File: src/rtl/epp_hbc_pkg.sv
// ----------------------------------------------------------------------------
// EPP host byte cycle: shared package
// Counter width, handshake phases, saturated timing limits and the result
// record used by the host byte cycle unit and its parts.
// ----------------------------------------------------------------------------
package epp_hbc_pkg;

  // Width of the phase tick counter (legal range 4 to 32).
  localparam int TICK_COUNT_BITS = 16;
  localparam int CFG_BITS        = 16;
  localparam int CFG_IDX_BITS    = 2;

  localparam logic [31:0] CNT_MAX = 32'hFFFF_FFFF >> (32 - TICK_COUNT_BITS);

  typedef logic [TICK_COUNT_BITS-1:0] cnt_t;
  typedef logic [CFG_BITS-1:0]        cfg_word_t;
  typedef logic [CFG_IDX_BITS-1:0]    cfg_idx_t;

  // Register indexes of the configuration port.
  localparam cfg_idx_t REG_SETUP    = 2'd0;
  localparam cfg_idx_t REG_STROBE   = 2'd1;
  localparam cfg_idx_t REG_RECOVERY = 2'd2;

  localparam cfg_word_t SETUP_RESET    = 16'd16;
  localparam cfg_word_t STROBE_RESET   = 16'd16;
  localparam cfg_word_t RECOVERY_RESET = 16'd80;

  localparam logic [7:0] IDLE_BYTE = 8'hFF;

  typedef enum logic [2:0] {
    PH_IDLE     = 3'd0,
    PH_WAIT_LOW = 3'd1,
    PH_SETUP    = 3'd2,
    PH_STROBE   = 3'd3,
    PH_RECOVER  = 3'd4
  } phase_t;

  // Timing limits, already clipped to the counter range.
  typedef struct packed {
    cnt_t setup;
    cnt_t strobe;
    cnt_t recovery;
  } cfg_lim_t;

  typedef struct packed {
    logic       write_line;
    logic       data_strobe_line;
    logic       addr_strobe_line;
    logic       data_drive;
    logic [7:0] data_out;
    logic       busy_res;
    logic       done_res;
    logic [7:0] read_byte;
  } res_t;

  // Clip a register value to the largest count the counter can hold.
  function automatic cnt_t clip_ticks(cfg_word_t v);
    logic [31:0] w;
    w = 32'(v);
    if (w > CNT_MAX) begin
      w = CNT_MAX;
    end
    return cnt_t'(w);
  endfunction

endpackage

File: src/rtl/epp_hbc_in_if.sv
// ----------------------------------------------------------------------------
// EPP host byte cycle: request channel
// One request per tick: optional byte cycle request plus sampled pin levels.
// ----------------------------------------------------------------------------
interface epp_hbc_in_if;
  logic       valid;
  logic       ready;
  logic       action;
  logic       is_read;
  logic       is_address;
  logic       last_in_burst;
  logic [7:0] write_byte;
  logic       wait_line;
  logic [7:0] data_pins;

  modport source (
    output valid, action, is_read, is_address, last_in_burst, write_byte,
           wait_line, data_pins,
    input  ready
  );
  modport sink (
    input  valid, action, is_read, is_address, last_in_burst, write_byte,
           wait_line, data_pins,
    output ready
  );
endinterface

File: src/rtl/epp_hbc_out_if.sv
// ----------------------------------------------------------------------------
// EPP host byte cycle: result channel
// Pin levels and status after each tick.
// ----------------------------------------------------------------------------
interface epp_hbc_out_if;
  logic       valid;
  logic       ready;
  logic       write_line;
  logic       data_strobe_line;
  logic       addr_strobe_line;
  logic       data_drive;
  logic [7:0] data_out;
  logic       busy_res;
  logic       done_res;
  logic [7:0] read_byte;

  modport source (
    output valid, write_line, data_strobe_line, addr_strobe_line, data_drive,
           data_out, busy_res, done_res, read_byte,
    input  ready
  );
  modport sink (
    input  valid, write_line, data_strobe_line, addr_strobe_line, data_drive,
           data_out, busy_res, done_res, read_byte,
    output ready
  );
endinterface

File: src/rtl/epp_hbc_cfg_if.sv
// ----------------------------------------------------------------------------
// EPP host byte cycle: configuration write channel
// Register index and write data with a valid/ready handshake.
// ----------------------------------------------------------------------------
interface epp_hbc_cfg_if;
  logic        valid;
  logic        ready;
  logic [1:0]  index;
  logic [15:0] data;

  modport source (output valid, index, data, input ready);
  modport sink   (input  valid, index, data, output ready);
endinterface

File: src/rtl/epp_hbc_cfg.sv
// ----------------------------------------------------------------------------
// EPP host byte cycle: timing registers
// Holds setup, strobe and recovery times, clipped to the counter range.
// ----------------------------------------------------------------------------
module epp_hbc_cfg
  import epp_hbc_pkg::*;
(
  input  logic          clk,
  input  logic          rst_n,
  epp_hbc_cfg_if.sink   cfg_ch,
  output cfg_lim_t      lim
);

  cfg_lim_t lim_r;
  cfg_lim_t lim_nxt;

  assign cfg_ch.ready = 1'b1;

  always_comb begin
    lim_nxt = lim_r;
    if (cfg_ch.valid) begin
      case (cfg_idx_t'(cfg_ch.index))
        REG_SETUP:    lim_nxt.setup    = clip_ticks(cfg_ch.data);
        REG_STROBE:   lim_nxt.strobe   = clip_ticks(cfg_ch.data);
        REG_RECOVERY: lim_nxt.recovery = clip_ticks(cfg_ch.data);
        default:      lim_nxt = lim_r;  // unused index: drop the write
      endcase
    end
  end

  always_ff @(posedge clk) begin
    if (!rst_n) begin
      lim_r.setup    <= clip_ticks(SETUP_RESET);
      lim_r.strobe   <= clip_ticks(STROBE_RESET);
      lim_r.recovery <= clip_ticks(RECOVERY_RESET);
    end else begin
      lim_r <= lim_nxt;
    end
  end

  assign lim = lim_r;

endmodule

File: src/rtl/epp_host_byte_cycle_unit.sv
// ----------------------------------------------------------------------------
// EPP host byte cycle unit
// Host side of the enhanced parallel port byte handshake, one tick per request.
// ----------------------------------------------------------------------------
// Each request on in_ch is one tick of the port: it carries the sampled nWAIT
// and data pin levels and may ask for one address or data byte cycle. The
// unit can take a request in every clock cycle and answers each with exactly
// one result on out_ch, holding the nWRITE, nDATASTB and nADDRSTB levels, the
// data drive enable and value, busy, a one-tick done pulse and the byte caught
// by the last read. The whole tick is evaluated by the phase sequencer between
// the state registers and the result register, so the rate is one request per
// cycle; in_ch.ready drops only while a result waits in the result register and
// out_ch.ready is low. Timing values must be written through cfg_ch (index 0
// setup, 1 strobe, 2 recovery) only while the unit is idle; the unit does not
// enforce this. Values beyond the counter range act as its maximum. Requests
// made during a byte cycle are ignored, and the waits on nWAIT never time out.
// ----------------------------------------------------------------------------
module epp_host_byte_cycle_unit
  import epp_hbc_pkg::*;
(
  input  logic           clk,
  input  logic           rst_n,
  epp_hbc_in_if.sink     in_ch,
  epp_hbc_out_if.source  out_ch,
  epp_hbc_cfg_if.sink    cfg_ch
);

  cfg_lim_t lim;

  // Handshake state
  phase_t     phase_r,        phase_nxt;
  cnt_t       tick_r,         tick_nxt;
  logic [7:0] held_byte_r,    held_byte_nxt;
  logic       held_read_r,    held_read_nxt;
  logic       held_addr_r,    held_addr_nxt;
  logic       held_last_r,    held_last_nxt;
  logic       burst_wr_r,     burst_wr_nxt;
  logic [7:0] captured_r,     captured_nxt;

  // Result register
  logic       out_valid_r,    out_valid_nxt;
  res_t       res_r,          res_nxt;

  logic       in_fire;
  logic       done;
  logic       strobing;
  cnt_t       tick_inc;
  cnt_t       tick_str;

  epp_hbc_cfg u_cfg (
    .clk    (clk),
    .rst_n  (rst_n),
    .cfg_ch (cfg_ch),
    .lim    (lim)
  );

  // Accept a new tick whenever the result register is empty or being drained.
  assign in_ch.ready = !out_valid_r || out_ch.ready;
  assign in_fire     = in_ch.valid && in_ch.ready;

  // Setup and recovery counters wrap at the counter width; the strobe counter
  // stops at its minimum.
  assign tick_inc = tick_r + cnt_t'(1);
  assign tick_str = (tick_r < lim.strobe) ? tick_inc : tick_r;

  // Phase sequencer: next state of one tick
  always_comb begin
    phase_nxt     = phase_r;
    tick_nxt      = tick_r;
    held_byte_nxt = held_byte_r;
    held_read_nxt = held_read_r;
    held_addr_nxt = held_addr_r;
    held_last_nxt = held_last_r;
    burst_wr_nxt  = burst_wr_r;
    captured_nxt  = captured_r;
    done          = 1'b0;

    case (phase_r)
      PH_IDLE: begin
        if (in_ch.action) begin
          // Latch the request; a read closes any open write burst.
          held_read_nxt = in_ch.is_read;
          held_addr_nxt = in_ch.is_address;
          held_last_nxt = in_ch.last_in_burst;
          held_byte_nxt = in_ch.write_byte;
          burst_wr_nxt  = !in_ch.is_read;
          tick_nxt      = '0;
          phase_nxt     = PH_WAIT_LOW;
        end
      end
      PH_WAIT_LOW: begin
        if (!in_ch.wait_line) begin
          tick_nxt  = '0;
          phase_nxt = (!held_read_r && lim.setup != '0) ? PH_SETUP : PH_STROBE;
        end
      end
      PH_SETUP: begin
        tick_nxt = tick_inc;
        if (tick_inc >= lim.setup) begin
          tick_nxt  = '0;
          phase_nxt = PH_STROBE;
        end
      end
      PH_STROBE: begin
        tick_nxt = tick_str;
        // Release once the minimum is met and the peripheral raised nWAIT.
        if (tick_str >= lim.strobe && in_ch.wait_line) begin
          if (held_read_r) begin
            captured_nxt = in_ch.data_pins;
          end
          tick_nxt = '0;
          if (lim.recovery == '0) begin
            phase_nxt = PH_IDLE;
            if (!held_read_r && held_last_r) begin
              burst_wr_nxt = 1'b0;
            end
            done = 1'b1;
          end else begin
            phase_nxt = PH_RECOVER;
          end
        end
      end
      PH_RECOVER: begin
        tick_nxt = tick_inc;
        if (tick_inc >= lim.recovery) begin
          phase_nxt = PH_IDLE;
          tick_nxt  = '0;
          if (!held_read_r && held_last_r) begin
            burst_wr_nxt = 1'b0;
          end
          done = 1'b1;
        end
      end
      default: begin
        phase_nxt = PH_IDLE;
        tick_nxt  = '0;
      end
    endcase
  end

  // Pin levels after the tick
  assign strobing = (phase_nxt == PH_STROBE);

  always_comb begin
    res_nxt.write_line       = !burst_wr_nxt;
    res_nxt.data_strobe_line = !(strobing && !held_addr_nxt);
    res_nxt.addr_strobe_line = !(strobing && held_addr_nxt);
    res_nxt.data_drive       = burst_wr_nxt;
    res_nxt.data_out         = IDLE_BYTE;
    if (!held_read_nxt && (phase_nxt inside {PH_SETUP, PH_STROBE, PH_RECOVER})) begin
      res_nxt.data_out = held_byte_nxt;
    end
    res_nxt.busy_res  = (phase_nxt != PH_IDLE);
    res_nxt.done_res  = done;
    res_nxt.read_byte = captured_nxt;
  end

  assign out_valid_nxt = in_fire || (out_valid_r && !out_ch.ready);

  // Advance state only on an accepted tick.
  always_ff @(posedge clk) begin
    if (!rst_n) begin
      phase_r     <= PH_IDLE;
      tick_r      <= '0;
      held_byte_r <= '0;
      held_read_r <= 1'b0;
      held_addr_r <= 1'b0;
      held_last_r <= 1'b0;
      burst_wr_r  <= 1'b0;
      captured_r  <= '0;
      out_valid_r <= 1'b0;
    end else begin
      out_valid_r <= out_valid_nxt;
      if (in_fire) begin
        phase_r     <= phase_nxt;
        tick_r      <= tick_nxt;
        held_byte_r <= held_byte_nxt;
        held_read_r <= held_read_nxt;
        held_addr_r <= held_addr_nxt;
        held_last_r <= held_last_nxt;
        burst_wr_r  <= burst_wr_nxt;
        captured_r  <= captured_nxt;
      end
    end
  end

  // Result payload: load on accept, hold otherwise.
  always_ff @(posedge clk) begin
    if (in_fire) begin
      res_r <= res_nxt;
    end
  end

  assign out_ch.valid            = out_valid_r;
  assign out_ch.write_line       = res_r.write_line;
  assign out_ch.data_strobe_line = res_r.data_strobe_line;
  assign out_ch.addr_strobe_line = res_r.addr_strobe_line;
  assign out_ch.data_drive       = res_r.data_drive;
  assign out_ch.data_out         = res_r.data_out;
  assign out_ch.busy_res         = res_r.busy_res;
  assign out_ch.done_res         = res_r.done_res;
  assign out_ch.read_byte        = res_r.read_byte;

endmodule

File: src/flat_wrapper.sv
// flat-port wrapper written by rule: the top's interface ports become plain ports
module epp_host_byte_cycle_unit_flat import epp_hbc_pkg::*;
  (clk, rst_n, in_ch_valid, in_ch_action, in_ch_is_read, in_ch_is_address, in_ch_last_in_burst, in_ch_write_byte, in_ch_wait_line, in_ch_data_pins, in_ch_ready, out_ch_valid, out_ch_write_line, out_ch_data_strobe_line, out_ch_addr_strobe_line, out_ch_data_drive, out_ch_data_out, out_ch_busy_res, out_ch_done_res, out_ch_read_byte, out_ch_ready, cfg_ch_valid, cfg_ch_index, cfg_ch_data, cfg_ch_ready);
  epp_hbc_in_if in_ch_i ();
  epp_hbc_out_if out_ch_i ();
  epp_hbc_cfg_if cfg_ch_i ();
  input  logic clk;
  input  logic rst_n;
  input wire logic [$bits(in_ch_i.valid)-1:0] in_ch_valid;
  input wire logic [$bits(in_ch_i.action)-1:0] in_ch_action;
  input wire logic [$bits(in_ch_i.is_read)-1:0] in_ch_is_read;
  input wire logic [$bits(in_ch_i.is_address)-1:0] in_ch_is_address;
  input wire logic [$bits(in_ch_i.last_in_burst)-1:0] in_ch_last_in_burst;
  input wire logic [$bits(in_ch_i.write_byte)-1:0] in_ch_write_byte;
  input wire logic [$bits(in_ch_i.wait_line)-1:0] in_ch_wait_line;
  input wire logic [$bits(in_ch_i.data_pins)-1:0] in_ch_data_pins;
  output wire logic [$bits(in_ch_i.ready)-1:0] in_ch_ready;
  output wire logic [$bits(out_ch_i.valid)-1:0] out_ch_valid;
  output wire logic [$bits(out_ch_i.write_line)-1:0] out_ch_write_line;
  output wire logic [$bits(out_ch_i.data_strobe_line)-1:0] out_ch_data_strobe_line;
  output wire logic [$bits(out_ch_i.addr_strobe_line)-1:0] out_ch_addr_strobe_line;
  output wire logic [$bits(out_ch_i.data_drive)-1:0] out_ch_data_drive;
  output wire logic [$bits(out_ch_i.data_out)-1:0] out_ch_data_out;
  output wire logic [$bits(out_ch_i.busy_res)-1:0] out_ch_busy_res;
  output wire logic [$bits(out_ch_i.done_res)-1:0] out_ch_done_res;
  output wire logic [$bits(out_ch_i.read_byte)-1:0] out_ch_read_byte;
  input wire logic [$bits(out_ch_i.ready)-1:0] out_ch_ready;
  input wire logic [$bits(cfg_ch_i.valid)-1:0] cfg_ch_valid;
  input wire logic [$bits(cfg_ch_i.index)-1:0] cfg_ch_index;
  input wire logic [$bits(cfg_ch_i.data)-1:0] cfg_ch_data;
  output wire logic [$bits(cfg_ch_i.ready)-1:0] cfg_ch_ready;
  assign in_ch_i.valid = in_ch_valid;
  assign in_ch_i.action = in_ch_action;
  assign in_ch_i.is_read = in_ch_is_read;
  assign in_ch_i.is_address = in_ch_is_address;
  assign in_ch_i.last_in_burst = in_ch_last_in_burst;
  assign in_ch_i.write_byte = in_ch_write_byte;
  assign in_ch_i.wait_line = in_ch_wait_line;
  assign in_ch_i.data_pins = in_ch_data_pins;
  assign in_ch_ready = in_ch_i.ready;
  assign out_ch_valid = out_ch_i.valid;
  assign out_ch_write_line = out_ch_i.write_line;
  assign out_ch_data_strobe_line = out_ch_i.data_strobe_line;
  assign out_ch_addr_strobe_line = out_ch_i.addr_strobe_line;
  assign out_ch_data_drive = out_ch_i.data_drive;
  assign out_ch_data_out = out_ch_i.data_out;
  assign out_ch_busy_res = out_ch_i.busy_res;
  assign out_ch_done_res = out_ch_i.done_res;
  assign out_ch_read_byte = out_ch_i.read_byte;
  assign out_ch_i.ready = out_ch_ready;
  assign cfg_ch_i.valid = cfg_ch_valid;
  assign cfg_ch_i.index = cfg_ch_index;
  assign cfg_ch_i.data = cfg_ch_data;
  assign cfg_ch_ready = cfg_ch_i.ready;
  epp_host_byte_cycle_unit u_core (.clk(clk), .rst_n(rst_n), .in_ch(in_ch_i), .out_ch(out_ch_i), .cfg_ch(cfg_ch_i));
endmodule
File: config.mk
export PLATFORM = sky130hd
export DESIGN_NAME = epp_host_byte_cycle_unit_flat
export DESIGN_NICKNAME = d
export VERILOG_FILES = /design/src/rtl/epp_hbc_pkg.sv /design/src/rtl/epp_hbc_in_if.sv /design/src/rtl/epp_hbc_out_if.sv /design/src/rtl/epp_hbc_cfg_if.sv /design/src/rtl/epp_hbc_cfg.sv /design/src/rtl/epp_host_byte_cycle_unit.sv /design/src/flat_wrapper.sv
export SDC_FILE = /design/constraint.sdc
export NUM_CORES = 1
export LEC_CHECK = 0
export ABC_CLOCK_PERIOD_IN_PS = 5100
export BUFFER_PORTS_ARGS = -buffer_cell sky130_fd_sc_hd__buf_2
export CAP_MARGIN = 20
export CORE_MARGIN = 4
export CORE_UTILIZATION = 55
export DETAILED_ROUTE_END_ITERATION = 10
export PLACE_DENSITY_LB_ADDON = 0.2
export SETUP_SLACK_MARGIN = 0.3
export SYNTH_ARGS = -nofsm -noshare
export SYNTH_HDL_FRONTEND = slang
export SYNTH_SLANG_ARGS = --single-unit
File: constraint.sdc
create_clock -name clk -period 5.1 [get_ports clk]
set_clock_uncertainty 0.1 [all_clocks]
set_input_delay 0.765 -clock clk [delete_from_list [all_inputs] [get_ports clk]]
set_output_delay 0.765 -clock clk [all_outputs]
set_load 0.02 [all_outputs]
==> results by group <==
Outcome
  – Run status: finished, final reports clean

Worst setup path
  – CP delay by family, top: compound AO/OA/AOI/OAI gates
  – CP Data Arrival Time: 4.71 ns
  – CP cell instances: ha_1 > a211o_1 > a31oi_1 > o31ai_2 > a211oi_4 > buf_4 > nand2_1 > xnor2_1 > ha_1 > a21o_1 > a21o_1 > a2111oi_4 > o221a_4 > and2_4 > o21ai_1 > o21ai_0
  – CP required: ~5.3 ns
  – Slowest stage cell on the critical path: dfxtp_1
  – CP Launch Type: flop
  – Buf+Inv Stages, Crit Path: 1
  – Worst-path maximum fanout: 12
  – CP peak stage delay: 0.48 ns
  – Element type at the critical path end: flop
  – Critical path type: reg2reg

Timing
  – Fin crit share: 89.45%
  – Tmin final: 4.562 ns
  – Pins over their slew limit: 0
  – Final setup viols: 0
  – RSZ-0062 raised after global routing: false
  – Worst-Margin Slew: around 1.0 ns
  – Setup TNS: 0 ns
  – Final hold viol count: 0
  – Slew headroom: between 30% and 40%
  – Fmax: 0.2192 GHz

Yosys
  – Most common flop cell mapped by yosys: dfxtp_1
  – Dominant cell type by area after synthesis: dfxtp_1
  – Synth cell types: 71
  – Mapped Area: 6909 µm²
  – Yosys synthesis warning count: 0
  – Sequential element share of the synthesized area: 35.06%
  – Largest cells by area after synthesis: dfxtp_1 (25%), ha_1 (12%), nand2_1 (10%), edfxtp_1 (9.6%), a21boi_0 (6.2%)
  – Post-synth EDFFs: 22
  – Top cell type's share of synthesized area: between 20 and 30%
  – Post-synth ARST share: 0%
  – Post-synthesis net count: just over 900
  – Avg Inst Size Synth: 8.488 µm²
  – #FFs+latches synth: 110
  – Mapped Cells: 814

Die
  – Die Ht: 120.1 µm
  – Core area: 12160 µm²
  – Initial Util: 56.81%
  – # IOs: between 60 and 70
  – DIE AREA: 14420 µm²
  – FP Rows: 40
  – Die Wd: 120.1 µm

Clocking
  – Maximum root-to-sink buffer count: 2
  – Hold-fix buffers, CTS: 0
  – Total clock sinks: 110
  – Worst skew pair latency: 0.36 ns
  – Reg clk slew, reported paths: roughly 0.080 ns
  – Clk root buf: clkbuf_16
  – Inserted Clock Buffers: 9
  – H-Tree Level Count: 3
  – CTS tree: done

Global route
  – Largest net degree at the start of global routing: 92
  – First-pass GRT wire length: 28.43 mm
  – Overflow after GRT: 0
  – Antenna violations before repair: 0
  – Number of global-route vias before repair: 5703
  – GR Util All Layers: between 20% and 30%

Route
  – Detailed-route wire length per cell: 17.02 µm
  – DR vias/cell: roughly 5.8
  – DRT Pass-1 Iters: 5
  – Vias: 5937
  – Final WL: around 18 mm
  – DR iter-0 viols: 576
  – Antenna viol nets, final: 0
  – DRC viols: 0

Placement
  – Port Buffers: 67
  – Post-DP Area: 7291 µm²
  – GP Congestion: 0.9116
  – DP HPWL: 13.01 mm

Final layout
  – Commonest non-fill, non-tap cell in the layout: nand2_1
  – Layout cell share with drive strength beyond 1: about 15%
  – Nets: approximately 960
  – Finished Cell Area: 7591 µm²
  – Area grow syn2layout: 9.870%
  – Most frequent cells in the layout: nand2_1 (193), dfxtp_1 (86), buf_2 (67), ha_1 (64), inv_1 (61)
  – Antenna cells: 0

Power and ir drop
  – Leak pwr: a little over 3 nW
  – Pwr Density: approximately 240 nW/µm²
  – VDD IR max: 0.0002345 V
  – Tot Pwr: approximately 0.0019 W

Worst hold path
  – Hold WC Path Type: reg2reg

Job
  – Total of max-cap violations: 0
-- power by group --
part	internal [W]	total [W]	switching [W]
Sequential	0.000923	0.000943	0.0000200
Combinational	0.0000890	0.000256	0.000167
Clock	0.000331	0.000659	0.000328
-- state kept, by name (all words and copies together) (netlist names), 3 cells and up --
register                 cells
u_core.captured_r            8
u_core.held_byte_r           8
u_core.out_ch.data_out       8
u_core.out_ch.read_byte      8
u_core.phase_r               3
u_core.tick_r               16
u_core.u_cfg.lim            48
-- what timing repair did --
action / 4_1_cts / 5_1_grt
buffers inserted: 0 / 3
setup endpoints to repair: 0 / 18
resized for setup: 0 / 3
-- logic make-up after synthesis --
family,Yosys count,share of synthesized area (%)
flip-flops,110,35.06
AO/OA/AOI/OAI,183,19.85
XOR/XNOR,29,3.676
buffers and inverters,107,6.519
other,1,0.05428
AND/OR/NAND/NOR,301,20.34
adder cells (fa/ha/maj),64,11.59
multiplexers,19,2.916
-- per-layer routing --
layer / GRT usage [%] / up-vias / part of all wire (%)
met3: 4.713 / 46 / 5.6
met4: 8.590 / 0 / 2.9
met1: 32.33 / 2790 / 45
met5: 0 / - / 0
li1: - / 2918 / -
met2: 40.15 / 183 / 47
-- tightest hold or removal path: stages, from the launching register on --
cell and delay, ns:
dfxtp_1 0.31, nand2_1 0.05, mux2i_1 0.05
-- final cells by class --
cell class | instances | area, µm²
clock buffer | 10 | 229.0
clock inverter | 6 | 38.79
fill | 1037 | 4571
inverter | 61 | 229.0
multi-input combinational | 597 | 4049
sequential | 110 | 2425
tap | 168 | 210.2
timing repair buffer | 77 | 410.4
-- Yosys cell counts, types with 12 or more instances --
| master | number |
|---|---|
| nand2_1 | 193 |
| dfxtp_1 | 88 |
| ha_1 | 64 |
| inv_1 | 61 |
| a21boi_0 | 57 |
| clkbuf_1 | 26 |
| a21oi_1 | 24 |
| xnor2_1 | 24 |
| nand3_1 | 23 |
| edfxtp_1 | 22 |
| nor2_1 | 19 |
| o21ai_0 | 18 |
| a21o_1 | 13 |
| o211ai_1 | 12 |
-- path summary, 6_finish.rpt --
kind	cells past startpoint	slack, ns	startpoint	endpoint
hold / removal	2	0.36	u_core.captured_r[7]$_SDFFE_PN0P_	u_core.captured_r[7]$_SDFFE_PN0P_
setup reg to reg	16	0.54	u_core.tick_r[2]$_SDFFE_PN0P_	u_core.tick_r[0]$_SDFFE_PN0P_
hold reg to reg	2	0.36	u_core.captured_r[7]$_SDFFE_PN0P_	u_core.captured_r[7]$_SDFFE_PN0P_
setup / recovery	16	0.54	u_core.tick_r[2]$_SDFFE_PN0P_	u_core.tick_r[0]$_SDFFE_PN0P_
-- per-stage QoR --
| step | setup slack (ns) | util [%] | hold WS, ns | instances |
|---|---|---|---|---|
| after global routing | 0.2946 | 62.42 | 0.3940 | 1029 |
| after global placement | 0.5577 | 59.95 | 0.3415 | 1010 |
| after floorplan | 1.026 | - | 0.3313 | 814 |
| after CTS | 0.3998 | 62.15 | 0.3627 | 1026 |
| after detailed placement | 0.4305 | 59.95 | 0.3467 | 1010 |
| final | 0.5383 | 62.42 | 0.3621 | 1029 |
(Power assumes the default switching activity.)
